**config.mk**
```make
export PLATFORM = sky130hd
export DESIGN_NAME = izhikevich_neuron_euler_step_core
export DESIGN_NICKNAME = d
export VERILOG_FILES = /design/src/izh_pkg.sv /design/src/izhikevich_neuron_euler_step_core.sv
export VERILOG_INCLUDE_DIRS = /design/src /design/src/src
export SDC_FILE = /design/constraint.sdc
export NUM_CORES = 2
export LEC_CHECK = 0
export ABC_AREA = 1
export BUFFER_PORTS_ARGS = -buffer_cell sky130_fd_sc_hd__buf_2
export CAP_MARGIN = 10
export CORE_ASPECT_RATIO = 2
export CORE_MARGIN = 3
export CORE_UTILIZATION = 42
export CTS_CLUSTER_DIAMETER = 50
export CTS_CLUSTER_SIZE = 14
export DETAILED_ROUTE_END_ITERATION = 6
export HOLD_SLACK_MARGIN = 0.08
export PLACE_DENSITY_LB_ADDON = 0.05
export SYNTH_ARGS = -nofsm -noshare
export SYNTH_HDL_FRONTEND = slang
export SYNTH_SLANG_ARGS = --single-unit
export TNS_END_PERCENT = 100
```
**constraint.sdc**
```tcl
create_clock -name i_clk -period 5.1 [get_ports i_clk]
set_clock_uncertainty 0.05 [all_clocks]
set_input_delay 1.53 -clock i_clk [delete_from_list [all_inputs] [get_ports i_clk]]
set_output_delay 1.53 -clock i_clk [all_outputs]
set_load 0.005 [all_outputs]
```
**src/izhikevich_neuron_euler_step_core_macros.svh**
```systemverilog
// Assertion macros for the Izhikevich neuron core.
// Defining NO_ASSERTIONS turns every macro into an empty body.
`ifndef IZHIKEVICH_NEURON_EULER_STEP_CORE_MACROS_SVH
`define IZHIKEVICH_NEURON_EULER_STEP_CORE_MACROS_SVH

`ifndef NO_ASSERTIONS

`define IZH_ASSERT_SAME(label, clk, rst_n, ante, cons) \
    label: assert property (@(posedge clk) disable iff (!(rst_n)) (ante) |-> (cons)) \
        else $error("same-cycle check failed");

`define IZH_ASSERT_NEXT(label, clk, rst_n, ante, cons) \
    label: assert property (@(posedge clk) disable iff (!(rst_n)) (ante) |=> (cons)) \
        else $error("next-cycle check failed");

`else

`define IZH_ASSERT_SAME(label, clk, rst_n, ante, cons)

`define IZH_ASSERT_NEXT(label, clk, rst_n, ante, cons)

`endif

`endif

```
**src/izh_pkg.sv**
```systemverilog
// Types, codes and the micro-program of the Izhikevich neuron core.
// No dependencies.
package izh_pkg;

    // bits of the multiplier operand consumed per cycle
    localparam int MUL_DIGIT = 4;

    typedef struct packed {
        logic               action;
        logic signed [31:0] input_current;
    } t_in_item;

    typedef struct packed {
        logic               spiked;
        logic signed [31:0] potential_out;
        logic signed [31:0] recovery_out;
    } t_out_item;

    typedef logic [2:0] t_cfg_idx;
    localparam t_cfg_idx CFG_PARAM_A   = 3'd0;
    localparam t_cfg_idx CFG_PARAM_B   = 3'd1;
    localparam t_cfg_idx CFG_PARAM_C   = 3'd2;
    localparam t_cfg_idx CFG_PARAM_D   = 3'd3;
    localparam t_cfg_idx CFG_THRESHOLD = 3'd4;
    localparam t_cfg_idx CFG_STEP_SIZE = 3'd5;

    typedef enum logic [1:0] {
        ST_IDLE,
        ST_EXEC,
        ST_MUL,
        ST_MFIN
    } t_state;

    typedef enum logic [2:0] {
        UOP_MUL,
        UOP_ADD,
        UOP_SUB,
        UOP_END,
        UOP_END_INIT
    } t_kind;

    typedef enum logic [3:0] {
        SRC_V,
        SRC_U,
        SRC_T1,
        SRC_T2,
        SRC_T3,
        SRC_CUR,
        SRC_A,
        SRC_B,
        SRC_C,
        SRC_D,
        SRC_DT,
        SRC_K04,
        SRC_K5,
        SRC_K140
    } t_src;

    typedef enum logic [1:0] {
        DST_T1,
        DST_T2,
        DST_T3
    } t_dst;

    typedef struct packed {
        t_kind kind;
        t_src  src_a;
        t_src  src_b;
        t_dst  dst;
    } t_uop;

    typedef logic [4:0] t_pc;
    localparam t_pc PC_STEP = 5'd0;
    localparam t_pc PC_INIT = 5'd16;

    // T1 builds dv then v+dv*dt, T2 builds du then u+du*dt, T3 holds the new u plus d
    function automatic t_uop uop_decode(input t_pc pc);
        t_uop u;
        case (pc)
            5'd0:           u = '{UOP_MUL, SRC_K04, SRC_V,    DST_T1};
            5'd1:           u = '{UOP_MUL, SRC_T1,  SRC_V,    DST_T1};
            5'd2:           u = '{UOP_MUL, SRC_K5,  SRC_V,    DST_T2};
            5'd3:           u = '{UOP_ADD, SRC_T1,  SRC_T2,   DST_T1};
            5'd4:           u = '{UOP_ADD, SRC_T1,  SRC_K140, DST_T1};
            5'd5:           u = '{UOP_SUB, SRC_T1,  SRC_U,    DST_T1};
            5'd6:           u = '{UOP_ADD, SRC_T1,  SRC_CUR,  DST_T1};
            5'd7:           u = '{UOP_MUL, SRC_B,   SRC_V,    DST_T2};
            5'd8:           u = '{UOP_SUB, SRC_T2,  SRC_U,    DST_T2};
            5'd9:           u = '{UOP_MUL, SRC_A,   SRC_T2,   DST_T2};
            5'd10:          u = '{UOP_MUL, SRC_T1,  SRC_DT,   DST_T1};
            5'd11:          u = '{UOP_MUL, SRC_T2,  SRC_DT,   DST_T2};
            5'd12:          u = '{UOP_ADD, SRC_V,   SRC_T1,   DST_T1};
            5'd13:          u = '{UOP_ADD, SRC_U,   SRC_T2,   DST_T2};
            5'd14:          u = '{UOP_ADD, SRC_T2,  SRC_D,    DST_T3};
            5'd15:          u = '{UOP_END, SRC_V,   SRC_V,    DST_T1};
            PC_INIT:        u = '{UOP_MUL, SRC_B,   SRC_C,    DST_T2};
            PC_INIT + 5'd1: u = '{UOP_END_INIT, SRC_V, SRC_V, DST_T1};
            default:        u = '{UOP_END_INIT, SRC_V, SRC_V, DST_T1};
        endcase
        return u;
    endfunction

endpackage

```
**src/izhikevich_neuron_euler_step_core.sv**
```systemverilog
// Izhikevich neuron core: one forward-Euler step or an init per request.
// Depends on izh_pkg and izhikevich_neuron_euler_step_core_macros.svh.

// One Izhikevich neuron in signed fixed point (VALUE_WIDTH bits, FRAC_BITS fraction bits,
// every sum and product saturated). A request with action 0 advances v and u by one Euler
// step, firing and resetting when v reaches the threshold; action 1 loads v = c, u = b*c.
// All products go through one shared multiplier that consumes MUL_DIGIT (4) bits of its
// second operand per cycle, one product at a time. The next request is taken in the cycle
// after the commit. o_in_stall stays high from acceptance until the result is committed,
// and the commit waits while the output register still holds a result that has not been
// taken. Write configuration only while no request is open.
`include "izhikevich_neuron_euler_step_core_macros.svh"

module izhikevich_neuron_euler_step_core #(
    parameter int VALUE_WIDTH = 32,
    parameter int FRAC_BITS   = 16
) (
    input  logic               i_clk,
    input  logic               i_rst_n,
    input  logic               i_in_valid,
    output logic               o_in_stall,
    input  izh_pkg::t_in_item  i_in_data,
    output logic               o_out_valid,
    input  logic               i_out_stall,
    output izh_pkg::t_out_item o_out_data,
    input  logic               i_cfg_we,
    input  izh_pkg::t_cfg_idx  i_cfg_idx,
    input  logic [23:0]        i_cfg_wdata
);
    import izh_pkg::*;

    localparam int VW   = VALUE_WIDTH;
    localparam int FB   = FRAC_BITS;
    localparam int DIG  = MUL_DIGIT;
    localparam int NDIG = (VW + DIG - 1) / DIG;
    localparam int YW   = NDIG * DIG;
    localparam int AW   = VW + YW;
    localparam int CW   = $clog2(NDIG);

    localparam longint MAXV64 = (longint'(1) <<< (VW - 1)) - 1;
    localparam longint MINV64 = -MAXV64 - 1;
    localparam longint ONE    = longint'(1) <<< FB;

    function automatic logic signed [VW-1:0] sat64(input logic signed [63:0] x);
        logic signed [VW-1:0] r;
        if (x > MAXV64) begin
            r = {1'b0, {(VW-1){1'b1}}};
        end else if (x < MINV64) begin
            r = {1'b1, {(VW-1){1'b0}}};
        end else begin
            r = x[VW-1:0];
        end
        return r;
    endfunction

    localparam logic signed [VW-1:0] K04   = sat64((ONE * 4 + 50) / 100);
    localparam logic signed [VW-1:0] K5    = sat64(ONE * 5);
    localparam logic signed [VW-1:0] K140  = sat64(ONE * 140);
    localparam logic signed [VW-1:0] A_RST = sat64((ONE * 2 + 50) / 100);
    localparam logic signed [VW-1:0] B_RST = sat64((ONE * 2 + 5) / 10);
    localparam logic signed [VW-1:0] C_RST = sat64(-65 * ONE);
    localparam logic signed [VW-1:0] D_RST = sat64(8 * ONE);
    localparam logic signed [VW-1:0] T_RST = sat64(30 * ONE);
    localparam logic signed [VW-1:0] S_RST = sat64(ONE);
    localparam logic signed [VW-1:0] V_RST = sat64(-65 * ONE);
    localparam logic signed [VW-1:0] U_RST = sat64(-13 * ONE);

    // configuration, held already saturated to the value range
    logic signed [VW-1:0] r_a, r_b, r_c, r_d, r_thr, r_dt;
    // neuron state and scratch
    logic signed [VW-1:0] r_v, r_u, r_t1, r_t2, r_t3, r_cur;

    t_state r_state, n_state;
    t_pc    r_pc;
    t_uop   w_uop;

    logic [VW-1:0]   r_mx;
    logic [YW-1:0]   r_my;
    logic [AW-1:0]   r_acc;
    logic [CW-1:0]   r_cnt;
    logic            r_neg;

    t_out_item r_out;
    logic      r_out_valid;

    logic w_in_accept, w_out_free;
    logic w_alu_wr, w_mul_load, w_mul_step, w_mul_wr, w_commit, w_pc_inc;

    logic signed [VW-1:0] w_opa, w_opb, w_alu, w_mres;
    logic signed [VW:0]   w_sum;
    logic [VW+DIG-1:0]    w_part;
    logic [AW:0]          w_q, w_q2;
    logic                 w_ovf;
    logic [VW-1:0]        w_qneg;
    logic                 w_spike;
    logic signed [VW-1:0] w_new_v, w_new_u;
    logic [63:0]          w_v_ext, w_u_ext;

    function automatic logic signed [VW-1:0] pick(input t_src s);
        logic signed [VW-1:0] r;
        case (s)
            SRC_V:    r = r_v;
            SRC_U:    r = r_u;
            SRC_T1:   r = r_t1;
            SRC_T2:   r = r_t2;
            SRC_T3:   r = r_t3;
            SRC_CUR:  r = r_cur;
            SRC_A:    r = r_a;
            SRC_B:    r = r_b;
            SRC_C:    r = r_c;
            SRC_D:    r = r_d;
            SRC_DT:   r = r_dt;
            SRC_K04:  r = K04;
            SRC_K5:   r = K5;
            SRC_K140: r = K140;
            default:  r = '0;
        endcase
        return r;
    endfunction

    function automatic logic [VW-1:0] mag(input logic signed [VW-1:0] x);
        return x[VW-1] ? (~x + {{(VW-1){1'b0}}, 1'b1}) : x;
    endfunction

    assign w_uop       = uop_decode(r_pc);
    assign o_in_stall  = (r_state != ST_IDLE);
    assign w_in_accept = i_in_valid && !o_in_stall;
    assign w_out_free  = !r_out_valid || !i_out_stall;

    // operand select, follows every register that pick reads
    always_comb begin
        w_opa = pick(w_uop.src_a);
        w_opb = pick(w_uop.src_b);
    end

    // saturating adder
    always_comb begin
        if (w_uop.kind == UOP_SUB) begin
            w_sum = {w_opa[VW-1], w_opa} - {w_opb[VW-1], w_opb};
        end else begin
            w_sum = {w_opa[VW-1], w_opa} + {w_opb[VW-1], w_opb};
        end
        if (w_sum[VW] != w_sum[VW-1]) begin
            w_alu = w_sum[VW] ? {1'b1, {(VW-1){1'b0}}} : {1'b0, {(VW-1){1'b1}}};
        end else begin
            w_alu = w_sum[VW-1:0];
        end
    end

    // one digit of the magnitude product
    assign w_part = {{DIG{1'b0}}, r_mx} * {{VW{1'b0}}, r_my[DIG-1:0]};

    // floor of the signed product, then saturate
    always_comb begin
        w_q    = {1'b0, r_acc} >> FB;
        w_q2   = w_q + {{AW{1'b0}}, (r_neg && (|r_acc[FB-1:0]))};
        w_qneg = (~w_q2[VW-1:0]) + {{(VW-1){1'b0}}, 1'b1};
        if (r_neg) begin
            w_ovf  = (|w_q2[AW:VW]) || (w_q2[VW-1] && (|w_q2[VW-2:0]));
            w_mres = w_ovf ? {1'b1, {(VW-1){1'b0}}} : w_qneg;
        end else begin
            w_ovf  = |w_q2[AW:VW-1];
            w_mres = w_ovf ? {1'b0, {(VW-1){1'b1}}} : w_q2[VW-1:0];
        end
    end

    always_comb begin
        w_spike = 1'b0;
        w_new_v = r_c;
        w_new_u = r_t2;
        if (w_uop.kind == UOP_END) begin
            w_spike = (r_t1 >= r_thr);
            w_new_v = w_spike ? r_c : r_t1;
            w_new_u = w_spike ? r_t3 : r_t2;
        end
    end

    assign w_v_ext = {{(64-VW){w_new_v[VW-1]}}, w_new_v};
    assign w_u_ext = {{(64-VW){w_new_u[VW-1]}}, w_new_u};

    // next state
    always_comb begin
        n_state = r_state;
        case (r_state)
            ST_IDLE: begin
                if (w_in_accept) begin
                    n_state = ST_EXEC;
                end
            end
            ST_EXEC: begin
                case (w_uop.kind)
                    UOP_MUL:              n_state = ST_MUL;
                    UOP_ADD, UOP_SUB:     n_state = ST_EXEC;
                    default: begin
                        if (w_out_free) begin
                            n_state = ST_IDLE;
                        end
                    end
                endcase
            end
            ST_MUL: begin
                if (r_cnt == '0) begin
                    n_state = ST_MFIN;
                end
            end
            ST_MFIN: n_state = ST_EXEC;
            default: n_state = ST_IDLE;
        endcase
    end

    // control
    always_comb begin
        w_alu_wr   = 1'b0;
        w_mul_load = 1'b0;
        w_mul_step = 1'b0;
        w_mul_wr   = 1'b0;
        w_commit   = 1'b0;
        case (r_state)
            ST_EXEC: begin
                w_alu_wr   = (w_uop.kind == UOP_ADD) || (w_uop.kind == UOP_SUB);
                w_mul_load = (w_uop.kind == UOP_MUL);
                w_commit   = ((w_uop.kind == UOP_END) || (w_uop.kind == UOP_END_INIT))
                             && w_out_free;
            end
            ST_MUL:  w_mul_step = 1'b1;
            ST_MFIN: w_mul_wr   = 1'b1;
            default: ;
        endcase
        w_pc_inc = w_alu_wr || w_mul_wr;
    end

    always_ff @(posedge i_clk) begin
        if (!i_rst_n) begin
            r_state     <= ST_IDLE;
            r_out_valid <= 1'b0;
            r_v         <= V_RST;
            r_u         <= U_RST;
            r_a         <= A_RST;
            r_b         <= B_RST;
            r_c         <= C_RST;
            r_d         <= D_RST;
            r_thr       <= T_RST;
            r_dt        <= S_RST;
        end else begin
            r_state <= n_state;

            if (w_commit) begin
                r_out_valid <= 1'b1;
            end else if (!i_out_stall) begin
                r_out_valid <= 1'b0;
            end

            if (w_commit) begin
                r_v <= w_new_v;
                r_u <= w_new_u;
            end

            if (i_cfg_we) begin
                case (i_cfg_idx)
                    CFG_PARAM_A:   r_a   <= sat64($signed({47'd0, i_cfg_wdata[16:0]}));
                    CFG_PARAM_B:   r_b   <= sat64($signed({47'd0, i_cfg_wdata[16:0]}));
                    CFG_PARAM_C:   r_c   <= sat64($signed({{40{i_cfg_wdata[23]}}, i_cfg_wdata}));
                    CFG_PARAM_D:   r_d   <= sat64($signed({{40{i_cfg_wdata[23]}}, i_cfg_wdata}));
                    CFG_THRESHOLD: r_thr <= sat64($signed({{40{i_cfg_wdata[23]}}, i_cfg_wdata}));
                    CFG_STEP_SIZE: r_dt  <= sat64($signed({47'd0, i_cfg_wdata[16:0]}));
                    default: ;
                endcase
            end
        end
    end

    // datapath, no reset needed
    always_ff @(posedge i_clk) begin
        if (w_in_accept) begin
            r_pc  <= i_in_data.action ? PC_INIT : PC_STEP;
            r_cur <= sat64($signed({{32{i_in_data.input_current[31]}},
                                    i_in_data.input_current}));
        end else if (w_pc_inc) begin
            r_pc <= r_pc + 5'd1;
        end

        if (w_mul_load) begin
            r_mx  <= mag(w_opa);
            r_my  <= YW'(mag(w_opb));
            r_neg <= w_opa[VW-1] ^ w_opb[VW-1];
            r_acc <= '0;
            r_cnt <= CW'(NDIG - 1);
        end else if (w_mul_step) begin
            // add the digit into the top half, then shift the whole product right
            r_acc <= {{{DIG{1'b0}}, r_acc[AW-1:YW]} + w_part, r_acc[YW-1:DIG]};
            r_my  <= r_my >> DIG;
            r_cnt <= r_cnt - {{(CW-1){1'b0}}, 1'b1};
        end

        if (w_alu_wr || w_mul_wr) begin
            case (w_uop.dst)
                DST_T1:  r_t1 <= w_alu_wr ? w_alu : w_mres;
                DST_T2:  r_t2 <= w_alu_wr ? w_alu : w_mres;
                DST_T3:  r_t3 <= w_alu_wr ? w_alu : w_mres;
                default: ;
            endcase
        end

        if (w_commit) begin
            r_out.spiked        <= w_spike;
            r_out.potential_out <= w_v_ext[31:0];
            r_out.recovery_out  <= w_u_ext[31:0];
        end
    end

    assign o_out_valid = r_out_valid;
    assign o_out_data  = r_out;

    `IZH_ASSERT_NEXT(a_accept_starts, i_clk, i_rst_n, w_in_accept, r_state == ST_EXEC)
    `IZH_ASSERT_SAME(a_mul_uop, i_clk, i_rst_n, r_state == ST_MUL, w_uop.kind == UOP_MUL)
    `IZH_ASSERT_SAME(a_mul_drained, i_clk, i_rst_n, r_state == ST_MFIN, r_my == '0)
    `IZH_ASSERT_NEXT(a_valid_from_commit, i_clk, i_rst_n, !r_out_valid && !w_commit, !r_out_valid)

endmodule
```
==> results.py <==
metrics = {
    "outcome": {
        "run_status": "complete, but fails checks",
        "failed_checks": "negative setup slack",
    },
    "clock_network": {
        "cts_buffer_depth": 3,
        "clock_latency_ns": 0.66,
        "cts-htree-levels": 2,
        "tritoncts": "yes",
        "cts_hold_buf": 0,
        "cts_buffer_count": 52,
        "cts_sinks": 536,
        "clk_pin_slew_worst_paths_ns": 0.07,
        "cts_root_buffer": "clkbuf_16",
    },
    "drt": {
        "drc": 0,
        "detailedRoute.firstPassIterationCount": 6,
        "detailroute.via_count": 37631,
        "antenna_violating_nets_post_route": 0,
        "detail_route.vias_per_cell": 5.46,
        "wl_final_microns": 171000,
        "wl_per_cell_microns": 24.8,
        "initial_drt_markers": 2975,
    },
    "worst_setup_path": {
        "critical_path_peak_fanout": 5,
        "worst_ep_arrival_time_ns": 5.48,
        "critical_path_required_ns": 5.45,
        "timing.critical_path.to_type": "flop",
        "critical_path.max_stage_delay_ns": 0.39,
        "worstSetupStartpointType": "flop",
        "crit_slowest_cell": "dfxtp_4",
        "criticalPathCategory": "reg -> reg",
        "reg2regPathDepth": 35,
        "r2r_slack_ns": -0.03,
        "path_common_cell": "buf_4",
    },
    "timing": {
        "final-max-slew-violation-count": 0,
        "finalSetupViolCount": 29,
        "final.setup.worst_slack_ns": -0.0320,
        "relSlewSlack_pct": 21.2,
        "final.min_clock_period_ns": 5.13,
        "report.final.hold_viol_count": 0,
        "setup_repair_after_global_routing_missed_its_margin": "true",
        "worst_pin_slew_ns": 1.18,
        "setup_total_negative_slack_ns": -0.372,
        "max_freq_mhz": 195,
        "period_share_pct": 101,
    },
    "floorplanning": {
        "die_h_microns": 425,
        "floorplan.rows": 153,
        "die_width_microns": 215,
        "initial_utilization_pct": 42.4,
        "core_region_area_sq_um": 86900,
        "io-pin-count": 132,
        "die_ar_sq_um": 91500,
    },
    "place": {
        "detailed_place_hpwl_microns": 137000,
        "gp_congestion": 0.993,
        "io_buffer_count": 131,
        "dpl_worst_slack_ns": -0.572,
    },
    "final_layout": {
        "fin_nets": 5973,
        "share_of_post_route_cells_with_drive_strength_above_1_pct": 17.0,
        "area_growth_syn_to_layout_pct": 22.2,
        "nFillCells": 9044,
        "antennaDiodeCount": 0,
    },
    "synthesis": {
        "post-synth-top-count-cell": "nand2_1",
        "register_bit_count_reported_by_yosys": 536,
        "synth-seq-area-share_pct": 36.3,
        "yosys_warnings": 0,
        "ffs_w_async_s_r_synth_pct": 0,
        "number_of_flops_mapped_to_enable_cells_by_yosys": 263,
        "netlist_instances": 5140,
        "synth.cell_area_sq_um": 36800,
        "synth.area.top_cells": "edfxtp_1 21%, dfxtp_1 15%, nand2_1 14%, inv_1 6.8%, nor2_1 5.6%",
        "post_synth_most_frequent_cells": "1360 x nand2_1, 666 x inv_1, 546 x nor2_1",
        "ys_dominant_reg_cell": "dfxtp_1",
        "synth_cell_type_count": 60,
        "yosysTopAreaCell": "edfxtp_1",
        "synthesis.area_per_instance_sq_um": 7.16,
        "synth_top_cell_area_share_pct": 21.5,
        "synth_fp_nets": 5424,
    },
    "grt": {
        "total_congestion_overflow_after_global_routing": 0,
        "total_global_routing_track_utilization_pct": 36.6,
        "global_route_wire_length_before_repair_microns": 245000,
        "grt_max_degree": 127,
        "grt_antenna_before_repair": 1,
        "via_count_of_the_first_global_routing_pass": 37386,
    },
    "flow_run": {
        "drv_cap": 0,
    },
    "worst_hold_path": {
        "timing.hold.worst.class": "reg -> reg",
        "worst_hold_path.num_cells": 2,
    },
}
==> cells in the final DEF, fill, tap and decap left out, types with 47 or more instances in the layout <==
| cell | instances |
|---|---|
| edfxtp_1 | 263 |
| nand2_1 | 1319 |
| a21oi_1 | 321 |
| nand3_1 | 315 |
| fa_1 | 92 |
| o21ai_0 | 319 |
| buf_4 | 546 |
| xor2_1 | 109 |
| inv_1 | 657 |
| nand4_1 | 47 |
| o22ai_1 | 55 |
| clkbuf_16 | 56 |
| ha_1 | 124 |
| nor2_1 | 521 |
| dfxtp_1 | 269 |
| buf_2 | 130 |
==> path summary, 6_finish.rpt <==
kind | from | to
max reg2reg | w_uop[4] | r_t1[2]
min reg2reg | r_thr[1] | r_thr[1]
max | w_uop[4] | r_t1[2]
min | r_thr[1] | r_thr[1]
==> flip-flops by register name, indices dropped and copies added (netlist names), 25 cells and up <==
register	flops
r_cur	32
r_d	25
r_u	32
r_v	32
r_c	25
r_t3	32
r_mx	32
r_thr	25
r_my	32
r_t1	32
o_out_data	65
r_acc	64
r_t2	32
==> stage by stage <==
| stage | util (%) | area (sq um) | instances | hold slack (ns) |
|---|---|---|---|---|
| 2_1_floorplan | - | 36800 | 5140 | 0.385 |
| 3_3_place_gp | 48.9 | 42500 | 6764 | 0.398 |
| 3_5_place_dp | 48.9 | 42500 | 6764 | 0.403 |
| 4_1_cts | 51.4 | 44700 | 6881 | 0.414 |
| 5_1_grt | 51.8 | 45000 | 6893 | 0.432 |
| 6_report | 51.8 | 45000 | 6893 | 0.414 |
==> repair_timing <==
item                       in CTS  in global routing
buffers inserted               20                 14
cloned                          2                  0
pin swaps                      11                 27
setup endpoints to repair      96                104
gates resized for setup        73                 91
==> layout make-up <==
type,instances,area [sq um],area share (%)
clock buffer,81,1500,3.32
tap,1162,1450,3.23
inverter,686,2590,5.75
clock inverter,15,193,0.428
timing repair buffer,718,5510,12.3
multi-input combinational,3695,20400,45.3
sequential,536,13400,29.7
==> per-layer routing <==
layer,part of all wire [%],vias to the layer above,global-route usage (%)
li1,-,17841,-
met1,33,17741,35.8
met2,52,1502,68.3
met3,5.4,545,4.85
met4,10,2,29.5
met5,0.010,-,0
==> critical path: cells and delay by family, from the launching register on <==
kind,cells,cell delay (ns)
AOI/OAI and AO/OA,6,1.00
xor gates and xnor gates,1,0.19
adders and majority gates,1,0.36
buffers and inverters,12,1.47
DFF,1,0.39
and+or+nand+nor,15,1.42
==> cell families (layout without fill, tap and decap cells) <==
family                     Yosys count  in the layout  synth area share [%]
buffers and inverters              909           1500                  9.77
AOI/OAI and AO/OA                  920            920                  14.1
adders and majority gates          219            219                  9.32
xor gates and xnor gates           152            152                  3.62
DFF                                536            536                  36.3
muxes                                4              4                 0.109
and+or+nand+nor                   2400           2400                  26.7
Power is not shown: default switching activity piles up to over one toggle a cycle in this logic, so the estimate is an artifact.
